==> src/rtl/tmms_pkg.sv <==
// ----------------------------------------------------------------------------
// tmms_pkg
// Shared constants, types and register codes of the trimmed-mean smoother.
// ----------------------------------------------------------------------------
`default_nettype none

package tmms_pkg;

  localparam int unsigned SAMPLES_PER_WINDOW = 16;

  localparam int unsigned SAMPLE_W = 12;
  localparam int unsigned BAT_W    = 13;
  localparam int unsigned AGG_W    = 8;
  localparam int unsigned COEF_W   = 16;
  localparam int unsigned NOM_W    = 13;
  localparam int unsigned DROP_W   = 10;
  localparam int unsigned COMP_W   = 16;
  localparam int unsigned FILT_W   = 24;

  localparam int unsigned SUM_W  = $clog2(SAMPLES_PER_WINDOW) + SAMPLE_W;
  localparam int unsigned CNT_W  = $clog2(SAMPLES_PER_WINDOW);
  localparam int unsigned PROD_W = SAMPLE_W + NOM_W;
  localparam int unsigned DVD_W  = (SUM_W > PROD_W) ? SUM_W : PROD_W;
  localparam int unsigned DVS_W  = BAT_W;
  localparam int unsigned DIV_CNT_W = $clog2(DVD_W + 1);

  // trimmed mean divide by a reciprocal multiply, exact for any SUM_W-bit sum
  localparam int unsigned TRIM_DIV    = SAMPLES_PER_WINDOW - 2;
  localparam int unsigned TRIM_SHIFT  = SUM_W + $clog2(TRIM_DIV);
  localparam int unsigned RECIP_W     = SUM_W + 1;
  localparam int unsigned TRIM_PROD_W = SUM_W + RECIP_W;
  localparam logic [RECIP_W-1:0] TRIM_RECIP =
    RECIP_W'(((64'd1 << TRIM_SHIFT) + 64'(TRIM_DIV) - 64'd1) / 64'(TRIM_DIV));

  localparam int unsigned MUL_P_W = COEF_W + FILT_W;
  localparam int unsigned ACC_W   = MUL_P_W + 2;

  localparam int unsigned CFG_IDX_W  = 3;
  localparam int unsigned CFG_DATA_W = 16;

  localparam int unsigned WQ_DEPTH = 4;
  localparam int unsigned WQ_PTR_W = $clog2(WQ_DEPTH);

  typedef enum logic [CFG_IDX_W-1:0] {
    REG_AGG_COUNT     = 3'd0,
    REG_COEF_NEW      = 3'd1,
    REG_COEF_PREV     = 3'd2,
    REG_COEF_FEEDBACK = 3'd3,
    REG_NOMINAL_MV    = 3'd4,
    REG_DROPOUT_MV    = 3'd5
  } cfg_reg_e;

  typedef struct packed {
    logic [AGG_W-1:0]  agg_count;
    logic [COEF_W-1:0] coef_new;
    logic [COEF_W-1:0] coef_prev;
    logic [COEF_W-1:0] coef_feedback;
    logic [NOM_W-1:0]  nominal_mv;
    logic [DROP_W-1:0] dropout_mv;
  } cfg_t;

  // one finished window: trimmed numerator and the battery seen at its end
  typedef struct packed {
    logic [SUM_W-1:0] num;
    logic [BAT_W-1:0] battery;
  } win_t;

  typedef enum logic [3:0] {
    BK_IDLE,
    BK_TDIV,
    BK_COMP,
    BK_CDIV,
    BK_MUL_NEW,
    BK_MUL_PREV,
    BK_MUL_FB,
    BK_FINISH,
    BK_EMIT
  } back_state_e;

endpackage

`default_nettype wire

==> src/rtl/tmms_front.sv <==
// ----------------------------------------------------------------------------
// tmms_front
// Takes samples, keeps window sum, minimum and maximum, and queues one
// trimmed numerator per finished window.
// ----------------------------------------------------------------------------
`default_nettype none

module tmms_front import tmms_pkg::*; (
  input  wire logic                clk_i,
  input  wire logic                rst_ni,
  input  wire logic                push_i,
  input  wire logic [SAMPLE_W-1:0] sample_mv_i,
  input  wire logic [BAT_W-1:0]    battery_mv_i,
  output logic                     full_o,
  input  wire logic                wq_full_i,
  output logic                     wq_push_o,
  output win_t                     wq_data_o
);

  logic [SUM_W-1:0]    sum_q, sum_d;
  logic [CNT_W-1:0]    cnt_q, cnt_d;
  logic [SAMPLE_W-1:0] low_q, low_d;
  logic [SAMPLE_W-1:0] high_q, high_d;

  logic [SUM_W-1:0]    sum_next;
  logic [SAMPLE_W-1:0] low_next, high_next;
  logic                accept, last;

  assign full_o   = wq_full_i;
  assign accept   = push_i && !wq_full_i;
  assign last     = (cnt_q == CNT_W'(SAMPLES_PER_WINDOW - 1));
  assign sum_next = sum_q + SUM_W'(sample_mv_i);
  assign low_next  = (sample_mv_i < low_q) ? sample_mv_i : low_q;
  assign high_next = (sample_mv_i > high_q) ? sample_mv_i : high_q;

  assign wq_push_o         = accept && last;
  assign wq_data_o.num     = sum_next - SUM_W'(low_next) - SUM_W'(high_next);
  assign wq_data_o.battery = battery_mv_i;

  always_comb begin
    sum_d  = sum_q;
    cnt_d  = cnt_q;
    low_d  = low_q;
    high_d = high_q;
    if (accept) begin
      if (last) begin
        sum_d  = '0;
        cnt_d  = '0;
        low_d  = '1;
        high_d = '0;
      end else begin
        sum_d  = sum_next;
        cnt_d  = cnt_q + CNT_W'(1);
        low_d  = low_next;
        high_d = high_next;
      end
    end
  end

  always_ff @(posedge clk_i or negedge rst_ni) begin
    if (!rst_ni) begin
      sum_q  <= '0;
      cnt_q  <= '0;
      low_q  <= '1;
      high_q <= '0;
    end else begin
      sum_q  <= sum_d;
      cnt_q  <= cnt_d;
      low_q  <= low_d;
      high_q <= high_d;
    end
  end

endmodule

`default_nettype wire

==> src/rtl/tmms_queue.sv <==
// ----------------------------------------------------------------------------
// tmms_queue
// Small window queue between the front and back parts.
// ----------------------------------------------------------------------------
`default_nettype none

module tmms_queue import tmms_pkg::*; (
  input  wire logic clk_i,
  input  wire logic rst_ni,
  input  wire logic push_i,
  input  wire win_t data_i,
  output logic      full_o,
  input  wire logic pop_i,
  output logic      empty_o,
  output win_t      data_o
);

  win_t                mem_q [WQ_DEPTH];
  logic [WQ_PTR_W-1:0] wr_ptr_q, rd_ptr_q;
  logic [WQ_PTR_W:0]   count_q;
  logic                do_push, do_pop;

  assign full_o  = (count_q == (WQ_PTR_W+1)'(WQ_DEPTH));
  assign empty_o = (count_q == '0);
  assign data_o  = mem_q[rd_ptr_q];
  assign do_push = push_i && !full_o;
  assign do_pop  = pop_i && !empty_o;

  always_ff @(posedge clk_i) begin
    if (do_push) begin
      mem_q[wr_ptr_q] <= data_i;
    end
  end

  always_ff @(posedge clk_i or negedge rst_ni) begin
    if (!rst_ni) begin
      wr_ptr_q <= '0;
      rd_ptr_q <= '0;
      count_q  <= '0;
    end else begin
      if (do_push) begin
        wr_ptr_q <= wr_ptr_q + WQ_PTR_W'(1);
      end
      if (do_pop) begin
        rd_ptr_q <= rd_ptr_q + WQ_PTR_W'(1);
      end
      if (do_push && !do_pop) begin
        count_q <= count_q + (WQ_PTR_W+1)'(1);
      end else if (do_pop && !do_push) begin
        count_q <= count_q - (WQ_PTR_W+1)'(1);
      end
    end
  end

endmodule

`default_nettype wire

==> src/rtl/tmms_div.sv <==
// ----------------------------------------------------------------------------
// tmms_div
// Restoring unsigned divider, one quotient bit per cycle.
// ----------------------------------------------------------------------------
`default_nettype none

module tmms_div import tmms_pkg::*; (
  input  wire logic             clk_i,
  input  wire logic             rst_ni,
  input  wire logic             start_i,
  input  wire logic [DVD_W-1:0] dividend_i,
  input  wire logic [DVS_W-1:0] divisor_i,
  output logic                  done_o,
  output logic [DVD_W-1:0]      quotient_o
);

  logic [DVD_W-1:0]     quo_q;
  logic [DVS_W-1:0]     rem_q;
  logic [DVS_W-1:0]     dvs_q;
  logic [DIV_CNT_W-1:0] cnt_q;
  logic                 run_q, done_q;

  logic [DVS_W:0]   shifted;
  logic             ge;
  logic [DVS_W:0]   diff;

  assign shifted    = {rem_q, quo_q[DVD_W-1]};
  assign ge         = (shifted >= {1'b0, dvs_q});
  assign diff       = shifted - {1'b0, dvs_q};
  assign done_o     = done_q;
  assign quotient_o = quo_q;

  always_ff @(posedge clk_i) begin
    if (start_i) begin
      quo_q <= dividend_i;
      rem_q <= '0;
      dvs_q <= divisor_i;
    end else if (run_q) begin
      quo_q <= {quo_q[DVD_W-2:0], ge};
      rem_q <= ge ? diff[DVS_W-1:0] : shifted[DVS_W-1:0];
    end
  end

  always_ff @(posedge clk_i or negedge rst_ni) begin
    if (!rst_ni) begin
      cnt_q  <= '0;
      run_q  <= 1'b0;
      done_q <= 1'b0;
    end else begin
      done_q <= 1'b0;
      if (start_i) begin
        cnt_q <= DIV_CNT_W'(DVD_W);
        run_q <= 1'b1;
      end else if (run_q) begin
        cnt_q <= cnt_q - DIV_CNT_W'(1);
        if (cnt_q == DIV_CNT_W'(1)) begin
          run_q  <= 1'b0;
          done_q <= 1'b1;
        end
      end
    end
  end

endmodule

`default_nettype wire

==> src/rtl/tmms_back.sv <==
// ----------------------------------------------------------------------------
// tmms_back
// Divides window numerators, keeps the least trimmed mean, compensates for
// battery droop, runs the three-term filter and holds the result register.
// ----------------------------------------------------------------------------
`default_nettype none

module tmms_back import tmms_pkg::*; (
  input  wire logic         clk_i,
  input  wire logic         rst_ni,
  input  wire cfg_t         cfg_i,
  input  wire logic         wq_empty_i,
  input  wire win_t         wq_data_i,
  output logic              wq_pop_o,
  output logic              empty_o,
  input  wire logic         pop_i,
  output logic [COMP_W-1:0] compensated_min_o,
  output logic [FILT_W-1:0] smoothed_o,
  output logic              smoothed_valid_o
);

  back_state_e         state_q, state_d;
  logic [BAT_W-1:0]    bat_q, bat_d;
  logic [SAMPLE_W-1:0] trim_q, trim_d;
  logic [SAMPLE_W-1:0] least_q, least_d;
  logic [AGG_W-1:0]    wd_q, wd_d;
  logic [SAMPLE_W-1:0] m_q, m_d;
  logic [COMP_W-1:0]   c_q, c_d;
  logic [COMP_W-1:0]   prev_q, prev_d;
  logic [FILT_W-1:0]   filt_q, filt_d;
  logic                have_prev_q, have_prev_d;
  logic                res_sv_q, res_sv_d;
  logic [MUL_P_W-1:0]  prod_q, prod_d;
  logic [ACC_W-1:0]    acc_q, acc_d;

  logic                out_valid_q;
  logic [COMP_W-1:0]   out_comp_q;
  logic [FILT_W-1:0]   out_smooth_q;
  logic                out_sv_q;
  logic                load_out;

  logic                div_start, div_done;
  logic [DVD_W-1:0]    div_dvd, div_quo;
  logic [DVS_W-1:0]    div_dvs;

  logic [TRIM_PROD_W-1:0] trim_prod;
  logic [PROD_W-1:0]   comp_prod;
  logic [BAT_W:0]      bat_thresh;
  logic [COEF_W-1:0]   mul_a;
  logic [FILT_W-1:0]   mul_b;
  logic [MUL_P_W-1:0]  mul_p;
  logic [ACC_W-1:0]    acc_sum;
  logic [SAMPLE_W-1:0] least_new;
  logic [AGG_W-1:0]    wd_new;

  tmms_div u_div (
    .clk_i      (clk_i),
    .rst_ni     (rst_ni),
    .start_i    (div_start),
    .dividend_i (div_dvd),
    .divisor_i  (div_dvs),
    .done_o     (div_done),
    .quotient_o (div_quo)
  );

  assign trim_prod  = TRIM_PROD_W'(wq_data_i.num) * TRIM_PROD_W'(TRIM_RECIP);
  assign comp_prod  = m_q * cfg_i.nominal_mv;
  assign bat_thresh = {1'b0, cfg_i.nominal_mv} + (BAT_W+1)'(cfg_i.dropout_mv);
  assign mul_p      = mul_a * mul_b;
  assign acc_sum    = acc_q + ACC_W'(prod_q);
  assign least_new  = (trim_q < least_q) ? trim_q : least_q;
  assign wd_new     = wd_q + AGG_W'(1);

  always_comb begin
    state_d     = state_q;
    bat_d       = bat_q;
    trim_d      = trim_q;
    least_d     = least_q;
    wd_d        = wd_q;
    m_d         = m_q;
    c_d         = c_q;
    prev_d      = prev_q;
    filt_d      = filt_q;
    have_prev_d = have_prev_q;
    res_sv_d    = res_sv_q;
    prod_d      = prod_q;
    acc_d       = acc_q;
    wq_pop_o    = 1'b0;
    load_out    = 1'b0;
    div_start   = 1'b0;
    div_dvd     = DVD_W'(comp_prod);
    div_dvs     = bat_q - BAT_W'(cfg_i.dropout_mv);
    mul_a       = cfg_i.coef_new;
    mul_b       = {c_q, 8'b0};

    unique case (state_q)
      BK_IDLE: begin
        if (!wq_empty_i) begin
          wq_pop_o = 1'b1;
          trim_d   = trim_prod[TRIM_SHIFT +: SAMPLE_W];
          bat_d    = wq_data_i.battery;
          state_d  = BK_TDIV;
        end
      end
      BK_TDIV: begin
        if (wd_new != cfg_i.agg_count) begin
          least_d = least_new;
          wd_d    = wd_new;
          state_d = BK_IDLE;
        end else begin
          m_d     = least_new;
          least_d = '1;
          wd_d    = '0;
          state_d = BK_COMP;
        end
      end
      BK_COMP: begin
        priority if (!have_prev_q) begin
          // first result passes through and leaves the filter alone
          c_d         = COMP_W'(m_q);
          prev_d      = COMP_W'(m_q);
          have_prev_d = 1'b1;
          res_sv_d    = 1'b0;
          state_d     = BK_EMIT;
        end else if ({1'b0, bat_q} >= bat_thresh) begin
          c_d     = COMP_W'(m_q);
          state_d = BK_MUL_NEW;
        end else if (bat_q <= BAT_W'(cfg_i.dropout_mv)) begin
          c_d     = '1;
          state_d = BK_MUL_NEW;
        end else begin
          div_start = 1'b1;
          state_d   = BK_CDIV;
        end
      end
      BK_CDIV: begin
        if (div_done) begin
          c_d     = (|div_quo[DVD_W-1:COMP_W]) ? '1 : div_quo[COMP_W-1:0];
          state_d = BK_MUL_NEW;
        end
      end
      BK_MUL_NEW: begin
        prod_d  = mul_p;
        acc_d   = '0;
        state_d = BK_MUL_PREV;
      end
      BK_MUL_PREV: begin
        mul_a   = cfg_i.coef_prev;
        mul_b   = {prev_q, 8'b0};
        prod_d  = mul_p;
        acc_d   = acc_sum;
        state_d = BK_MUL_FB;
      end
      BK_MUL_FB: begin
        mul_a   = cfg_i.coef_feedback;
        mul_b   = filt_q;
        prod_d  = mul_p;
        acc_d   = acc_sum;
        state_d = BK_FINISH;
      end
      BK_FINISH: begin
        // drop 16 fraction bits, saturate to the Q16.8 range
        filt_d   = (|acc_sum[ACC_W-1:FILT_W+16]) ? '1 : acc_sum[FILT_W+15:16];
        prev_d   = c_q;
        res_sv_d = 1'b1;
        state_d  = BK_EMIT;
      end
      BK_EMIT: begin
        if (!out_valid_q || pop_i) begin
          load_out = 1'b1;
          state_d  = BK_IDLE;
        end
      end
      default: begin
        state_d = BK_IDLE;
      end
    endcase
  end

  always_ff @(posedge clk_i or negedge rst_ni) begin
    if (!rst_ni) begin
      state_q     <= BK_IDLE;
      least_q     <= '1;
      wd_q        <= '0;
      prev_q      <= '0;
      filt_q      <= '0;
      have_prev_q <= 1'b0;
      out_valid_q <= 1'b0;
    end else begin
      state_q     <= state_d;
      least_q     <= least_d;
      wd_q        <= wd_d;
      prev_q      <= prev_d;
      filt_q      <= filt_d;
      have_prev_q <= have_prev_d;
      if (load_out) begin
        out_valid_q <= 1'b1;
      end else if (pop_i) begin
        out_valid_q <= 1'b0;
      end
    end
  end

  always_ff @(posedge clk_i) begin
    bat_q    <= bat_d;
    trim_q   <= trim_d;
    m_q      <= m_d;
    c_q      <= c_d;
    res_sv_q <= res_sv_d;
    prod_q   <= prod_d;
    acc_q    <= acc_d;
    if (load_out) begin
      out_comp_q   <= c_q;
      out_smooth_q <= res_sv_q ? filt_q : '0;
      out_sv_q     <= res_sv_q;
    end
  end

  assign empty_o           = !out_valid_q;
  assign compensated_min_o = out_comp_q;
  assign smoothed_o        = out_smooth_q;
  assign smoothed_valid_o  = out_sv_q;

endmodule

`default_nettype wire

==> src/rtl/trimmed_mean_min_smoother_core.sv <==
// ----------------------------------------------------------------------------
// trimmed_mean_min_smoother_core
// Trimmed-mean decimator with least-mean aggregation, battery compensation
// and three-term IIR smoothing.
// ----------------------------------------------------------------------------
// Input side is a queue write port: an item (sample_mv_i, battery_mv_i) is
// taken on a clock edge with push high and full low. The front takes one item
// per cycle as long as the 4-entry window queue has room; each window of
// SAMPLES_PER_WINDOW items queues one trimmed numerator.
// Per window the back pops with a reciprocal multiply for the divide by
// SAMPLES_PER_WINDOW-2, then does the least-mean update. The first result
// after reset goes straight to the load; later ones take the restoring
// divider when compensation is due, three passes through one 16x24 multiplier
// and the load. At the default aggregation count the block keeps up with one
// item per cycle and full only rises when results wait; a small count makes
// it rise too. Results come out of a queue read port: while empty is low the
// oldest result sits on the output ports and is taken with pop. One result is
// held; while it waits the back keeps working on windows and only stalls at
// the next result, after which the window queue and then full back up.
// Reset clears all window, aggregation and filter state and loads the
// register defaults; the first result after reset is uncompensated and
// carries smoothed_valid_o low. Config writes (cfg_we_i) take effect at once.
// ----------------------------------------------------------------------------
`default_nettype none

module trimmed_mean_min_smoother_core import tmms_pkg::*; (
  input  wire logic                  clk_i,
  input  wire logic                  rst_ni,
  input  wire logic                  push,
  output logic                       full,
  input  wire logic [SAMPLE_W-1:0]   sample_mv_i,
  input  wire logic [BAT_W-1:0]      battery_mv_i,
  output logic                       empty,
  input  wire logic                  pop,
  output logic [COMP_W-1:0]          compensated_min_o,
  output logic [FILT_W-1:0]          smoothed_o,
  output logic                       smoothed_valid_o,
  input  wire logic                  cfg_we_i,
  input  wire logic [CFG_IDX_W-1:0]  cfg_idx_i,
  input  wire logic [CFG_DATA_W-1:0] cfg_data_i
);

  cfg_t cfg_q;
  logic wq_full, wq_push, wq_empty, wq_pop;
  win_t wq_wdata, wq_rdata;

  always_ff @(posedge clk_i or negedge rst_ni) begin
    if (!rst_ni) begin
      cfg_q.agg_count     <= AGG_W'(8);
      cfg_q.coef_new      <= COEF_W'(8192);
      cfg_q.coef_prev     <= COEF_W'(8192);
      cfg_q.coef_feedback <= COEF_W'(49152);
      cfg_q.nominal_mv    <= NOM_W'(3300);
      cfg_q.dropout_mv    <= DROP_W'(190);
    end else if (cfg_we_i) begin
      unique case (cfg_idx_i)
        REG_AGG_COUNT:     cfg_q.agg_count     <= cfg_data_i[AGG_W-1:0];
        REG_COEF_NEW:      cfg_q.coef_new      <= cfg_data_i[COEF_W-1:0];
        REG_COEF_PREV:     cfg_q.coef_prev     <= cfg_data_i[COEF_W-1:0];
        REG_COEF_FEEDBACK: cfg_q.coef_feedback <= cfg_data_i[COEF_W-1:0];
        REG_NOMINAL_MV:    cfg_q.nominal_mv    <= cfg_data_i[NOM_W-1:0];
        REG_DROPOUT_MV:    cfg_q.dropout_mv    <= cfg_data_i[DROP_W-1:0];
        default: begin
        end
      endcase
    end
  end

  tmms_front u_front (
    .clk_i        (clk_i),
    .rst_ni       (rst_ni),
    .push_i       (push),
    .sample_mv_i  (sample_mv_i),
    .battery_mv_i (battery_mv_i),
    .full_o       (full),
    .wq_full_i    (wq_full),
    .wq_push_o    (wq_push),
    .wq_data_o    (wq_wdata)
  );

  tmms_queue u_queue (
    .clk_i   (clk_i),
    .rst_ni  (rst_ni),
    .push_i  (wq_push),
    .data_i  (wq_wdata),
    .full_o  (wq_full),
    .pop_i   (wq_pop),
    .empty_o (wq_empty),
    .data_o  (wq_rdata)
  );

  tmms_back u_back (
    .clk_i             (clk_i),
    .rst_ni            (rst_ni),
    .cfg_i             (cfg_q),
    .wq_empty_i        (wq_empty),
    .wq_data_i         (wq_rdata),
    .wq_pop_o          (wq_pop),
    .empty_o           (empty),
    .pop_i             (pop),
    .compensated_min_o (compensated_min_o),
    .smoothed_o        (smoothed_o),
    .smoothed_valid_o  (smoothed_valid_o)
  );

endmodule

`default_nettype wire
==> config.mk <==
export PLATFORM = sky130hd
export DESIGN_NAME = trimmed_mean_min_smoother_core
export DESIGN_NICKNAME = d
export VERILOG_FILES = /design/src/rtl/tmms_pkg.sv /design/src/rtl/tmms_front.sv /design/src/rtl/tmms_queue.sv /design/src/rtl/tmms_div.sv /design/src/rtl/tmms_back.sv /design/src/rtl/trimmed_mean_min_smoother_core.sv
export SDC_FILE = /design/constraint.sdc
export NUM_CORES = 2
export LEC_CHECK = 0
export ABC_AREA = 1
export BUFFER_PORTS_ARGS = -buffer_cell sky130_fd_sc_hd__buf_2
export CELL_PAD_IN_SITES_DETAIL_PLACEMENT = 0
export CELL_PAD_IN_SITES_GLOBAL_PLACEMENT = 2
export CORE_MARGIN = 2
export CORE_UTILIZATION = 44
export CTS_BUF_LIST = sky130_fd_sc_hd__clkbuf_8
export DETAILED_ROUTE_END_ITERATION = 10
export GPL_TIMING_DRIVEN = 0
export HOLD_SLACK_MARGIN = 0.08
export PLACE_DENSITY = 0.88
export SETUP_SLACK_MARGIN = 0.15
export SYNTH_ARGS = -nofsm -noshare
export SYNTH_HDL_FRONTEND = slang
export SYNTH_SLANG_ARGS = --single-unit
==> constraint.sdc <==
create_clock -name clk_i -period 22.8 [get_ports clk_i]
set_input_delay 4.56 -clock clk_i [delete_from_list [all_inputs] [get_ports clk_i]]
set_output_delay 4.56 -clock clk_i [all_outputs]
set_load 0.1 [all_outputs]
### After elaboration in Yosys (flattened, before gate mapping)

Memory sizes are Yosys's and may differ from the RTL's.
Cells that the tools add are included.

| word-level totals | value |
|---|---|
| memories | 1 |
| bits of input ports | 49 |
| output and inout port bits | 43 |
| register bits after elaboration | 431 |
| logic and storage cells | 176 |
| memory bits (writable) | 116 |

Memory list:

| name | depth | width | rd ports | clocked after memory_dff | wr ports | line | source |
|---|---|---|---|---|---|---|---|
| u_queue.mem_q | 4 | 29 | 1 | 0 | 1 | tmms_queue.sv:18 | `win_t mem_q [WQ_DEPTH];` |

| operators by class | value |
|---|---|
| $add $sub $neg | 14 |
| eq/ne operators | 22 |
| bitwise operators | 2 |
| reduce and logical (&&, ||, !) cells | 36 |
| $lt $le $gt $ge | 6 |
| multiplexer cells | 56 |
| $mul | 3 |

Operators by type and width:

| cell | number |
|---|---|
| $mux W16 | 7 |
| $pmux W16 S2 | 3 |
| $pmux W42 S2 | 1 |
| $mux W12 | 6 |
| $mux W25 | 2 |
| $pmux W24 S2 | 1 |
| $add A42 B40 Y42 | 1 |
| $mul A16 B24 Y40 | 1 |
| $pmux W4 S9 | 1 |
| $mul A16 B17 Y32 const B | 1 |
| $sub A16 B12 Y16 | 2 |
| $mul A12 B13 Y25 | 1 |
| $lt A12 B12 Y1 | 2 |
| $mux W24 | 1 |
| $mux W4 | 6 |
| $mux W1 | 19 |
| $reduce_and A2 Y1 | 9 |
| $add A16 B12 Y16 | 1 |
| $eq A4 B3 Y1 const B | 4 |
| $add A13 B10 Y14 | 1 |
| $ge A13 B14 Y1 | 1 |
| $ge A14 B13 Y1 | 1 |
| $le A13 B10 Y1 | 1 |
| $mux W13 | 1 |
| other kinds (36) | 65 |

### Longest topological paths before layout

| logic depth | value |
|---|---|
| word-level depth | 9 |
| depth in mapped cells | 38 |
| gate-level depth less buffers | 36 |

### Modules after synthesis

A second synthesis with hierarchy kept.

| second synthesis, totals | value |
|---|---|
| cells, all modules | 6111 |
| area, all modules | 51403.0 sq um |

Modules (own cells, without submodules):

| module | cells each | area an instance (sq um) | instances | sequential area each (sq um) |
|---|---|---|---|---|
| tmms_back | 4356 | 35358.9 | 1 | 6981.7 |
| tmms_queue | 399 | 5178.7 | 1 | 3658.5 |
| tmms_front | 582 | 4376.7 | 1 | 1116.1 |
| tmms_div | 422 | 3345.7 | 1 | 1576.5 |
| trimmed_mean_min_smoother_core | 352 | 3143.0 | 1 | 1998.2 |

### Least setup slack after synthesis

OpenSTA, ideal clock, no wires.

| path | value |
|---|---|
| kind | in2reg |
| start point | input sample_mv_i[9] |
| end point | memory u_queue.mem_q[0][28] (netlist bit) (data pin) |
| arrival | 7588 ps |
| slack | 14940 ps |
| data required time | 22528 ps |
| setup time | 272 ps |
| buffers on the path | 1 |
| stages | 20 |
| cells stage by stage | ha_1 a21oi_1 nor2_1 a211oi_1 nand3_1 nand2_1 clkbuf_1 nand2_1 nand2_1 fa_1 inv_1 ha_1 nand2_1 nand2_1 a31oi_1 nand3b_1 nand3_1 a21oi_1 nand3_1 xnor2_1 |

RTL lines:

| what | line | source |
|---|---|---|
| start, declared | trimmed_mean_min_smoother_core.sv:31 | `input wire logic [SAMPLE_W-1:0] sample_mv_i,` |
| end, declared | tmms_queue.sv:18 |  |

==> impl_metrics.py <==
metrics = {
    "run_status": {
        "outcome": "completed",
    },
    "synthesis": {
        "ys_async_sr_fraction_pct": 37.11,
        "synth_xor_area_share_pct": 2.079,
        "syn_nets": 7263,
        "ys.flop_type": "edfxtp_1",
        "synth-edff-count": 331,
        "synth_cell_types": 54,
        "synthAdderAreaFrac_pct": 29.50,
        "synth_area_um2": 51400,
        "ys_ff_latch": 547,
        "synth-compound-area-share_pct": 8.125,
        "synth-simple-area-share_pct": 19.55,
        "synth_top_family_by_area": "adder cells",
        "netlist_instances": 6289,
        "seq_area_frac_synth_pct": 29.83,
        "synth_area_per_cell_um2": 8.173,
        "yosys-mux-area-fraction_pct": 0.02191,
        "yosys_warnings": 0,
    },
    "timing": {
        "timing.final.crit_share_pct": 36.50,
        "hold_ws_ps": 480.6,
        "hold_viol": 0,
        "tightest_slew_ps": 1088,
        "fin_skew_ps": 37.63,
        "setup_viol": 0,
        "fmax_ghz": 0.1202,
        "slew_headroom_pct": 27.46,
        "final_max_slew_viol_count": 0,
        "rsz0062_at_grt": "no",
        "fin_setup_tns_ps": 0,
        "min_period_ps": 8322,
    },
    "critical_path": {
        "critPathKind": "primary input to flip-flop",
        "crit_fanout": 10,
        "end_kind": "flip-flop",
        "r2r-start": "u_back.state_q[3]",
        "crit_path_start_kind": "primary input",
        "crit_start": "sample_mv_i[9]",
        "required_ps": 23380,
        "arrival_ps": 8910,
    },
    "drt": {
        "drt-total-wl_um": 158500,
        "vias": 41350,
        "drc": 0,
        "drtPass1Iterations": 6,
        "via_per_inst": 5.106,
        "drtIter0Drc": 2862,
        "detail_route.wl_per_cell_um": 19.57,
        "drtAntennaViolNets": 0,
    },
    "clocking": {
        "clock_path_buffers": 3,
        "cts-hold-fix-buffers": 0,
        "postCtsResizedCells": 0,
        "clock_latency_ps": 790,
        "post-cts-setup-buffers": 0,
        "cts.clk_slew.worst_paths_ps": 60,
        "cts_tree": "done",
        "root_buffer": "clkbuf_8",
        "cts.sinks": 547,
        "htreeDepth": 3,
        "cts_buffers": 98,
    },
    "flow_run": {
        "cap_violations": 0,
    },
    "min_path": {
        "worstHoldStart": "cfg_q[63]",
        "hold_path.class": "flip-flop to flip-flop",
    },
    "placement": {
        "gp_congestion": 0.9202,
        "portBuffers": 91,
        "dp_hpwl_um": 130000,
        "place_inst": 7912,
        "placed_area_um2": 54000,
    },
    "layout": {
        "stdcell_area_um2": 55930,
        "area_delta_synth_final_pct": 8.816,
        "drive_gt1_share_pct": 6.741,
        "fin_cells": 8099,
        "nets": 7462,
    },
    "global_route": {
        "grt_antenna_before_repair": 8,
        "grt_pass1_wl_um": 246800,
        "gr-usage-all-layers_pct": 26.93,
        "grt_start_max_net_pins": 104,
        "grt_pass1_vias": 41720,
        "grt-ovfl-total": 0,
    },
    "floorplan": {
        "die_area_um2": 119600,
        "die_w_um": 345.8,
        "pin_count": 92,
        "chipHeight_um": 345.8,
        "core_um2": 116000,
        "rows": 125,
        "initial_core_util_pct": 44.29,
    },
}
-- critical path: stages --
cell,delay [ps]
buf_2,140
ha_1,310
a21oi_1,160
nor2_1,50
a211oi_1,360
nand3_1,190
nand2_1,210
clkbuf_1,460
nand2_1,100
nand2_1,150
fa_1,450
inv_1,70
ha_1,270
nand2_1,90
nand2_1,70
a31oi_1,260
nand3b_1,160
nand3_1,160
a21oi_1,270
nand3_1,120
xnor2_1,280
-- layer usage --
| layer | part of all wire, % | up-vias | GRT usage (%) |
|---|---|---|---|
| li1 | - | 20100 | - |
| met1 | 43 | 20020 | 35.26 |
| met2 | 48 | 983 | 45.96 |
| met3 | 4.8 | 256 | 3.442 |
| met4 | 3.5 | 0 | 9.233 |
| met5 | 0 | - | 0 |
-- cells in the final DEF (no fill, tap or decap), types with 145 or more instances in the layout --
cell type and count:
nand2_1 1582, inv_1 1294, nor2_1 553, fa_1 478, ha_1 447, edfxtp_1 331, o21ai_0 289, a21oi_1 260
nand3_1 207, dfrtp_1 162, buf_2 145
-- Yosys cell counts, types with 7 or more instances --
| library cell | count | share of area [%] |
|---|---|---|
| xor2_1 | 68 | 1.2 |
| dfstp_2 | 41 | 2.1 |
| o21bai_1 | 11 | 0.16 |
| nor2_4 | 8 | 0.18 |
| o21ai_2 | 31 | 0.53 |
| xnor2_1 | 54 | 0.92 |
| a21oi_1 | 260 | 2.5 |
| buf_2 | 55 | 0.54 |
| fa_1 | 478 | 19 |
| buf_6 | 8 | 0.18 |
| o22ai_1 | 51 | 0.62 |
| inv_2 | 30 | 0.22 |
| dfxtp_1 | 13 | 0.51 |
| nand2_1 | 1582 | 12 |
| nand4_1 | 70 | 0.85 |
| a32oi_1 | 7 | 0.12 |
| o21ai_1 | 17 | 0.17 |
| inv_1 | 1252 | 9.1 |
| o21ai_0 | 289 | 2.8 |
| buf_4 | 8 | 0.12 |
| o211ai_1 | 8 | 0.12 |
| a31oi_1 | 24 | 0.29 |
| edfxtp_1 | 331 | 19 |
| clkbuf_1 | 87 | 0.64 |
| nor3_1 | 30 | 0.29 |
| ha_1 | 447 | 11 |
| a21o_1 | 16 | 0.23 |
| dfrtp_1 | 162 | 7.9 |
| or2_2 | 8 | 0.097 |
| nand3b_1 | 11 | 0.16 |
| nand3_1 | 207 | 2.0 |
| nor2_1 | 559 | 4.1 |
-- registers in the layout (all words and copies together) (netlist names), 24 cells and up --
name	cells
u_back.smoothed_o	24
cfg_q	79
u_queue.mem_q	116
u_back.acc_q	42
u_back.u_div.quotient_o	25
u_back.filt_q	24
u_back.prod_q	40
-- layout make-up --
cell class | count | area, um^2
inverter | 1288 | 4835
tap | 1524 | 1907
fill | 11720 | 60120
antenna | 3 | 7.507
clock inverter | 76 | 440.4
timing repair buffer | 99 | 650.6
buffer | 162 | 767.0
sequential | 547 | 15330
clock buffer | 108 | 1486
multi-input combinational | 4292 | 30510
-- cells by family (layout without fill, tap and decap cells) --
| kind of cell | count (synthesis) | after routing |
|---|---|---|
| AO/OA/AOI/OAI | 747 | 747 |
| other | 0 | 3 |
| flip-flops | 547 | 547 |
| AND/OR/NAND/NOR | 2497 | 2497 |
| adder cells (fa/ha/maj) | 925 | 925 |
| buffers and inverters | 1450 | 1733 |
| multiplexers | 1 | 1 |
| XOR/XNOR | 122 | 122 |
-- final timing paths --
kind	slack, ps	cells past startpoint	end
max	14480	21	u_queue.mem_q[2][28]
max in group asynchronous	17980	3	cfg_q[19]
min reg2reg	480	2	cfg_q[63]
min	480	2	cfg_q[63]
min in group asynchronous	3790	2	u_front.cnt_q[2]
max reg2reg	14710	24	u_back.prod_q[37]
-- stage by stage --
stage | worst slack [ps] | utilization, %
after floorplan | 14940 | -
after global placement | 13050 | 46.33
after detailed placement | 13790 | 46.53
after CTS | 14630 | 48.19
after global routing | 14170 | 48.20
final | 14480 | 48.20
Power is not shown: default switching activity piles up to over one toggle a cycle in this logic, so the estimate is an artifact.
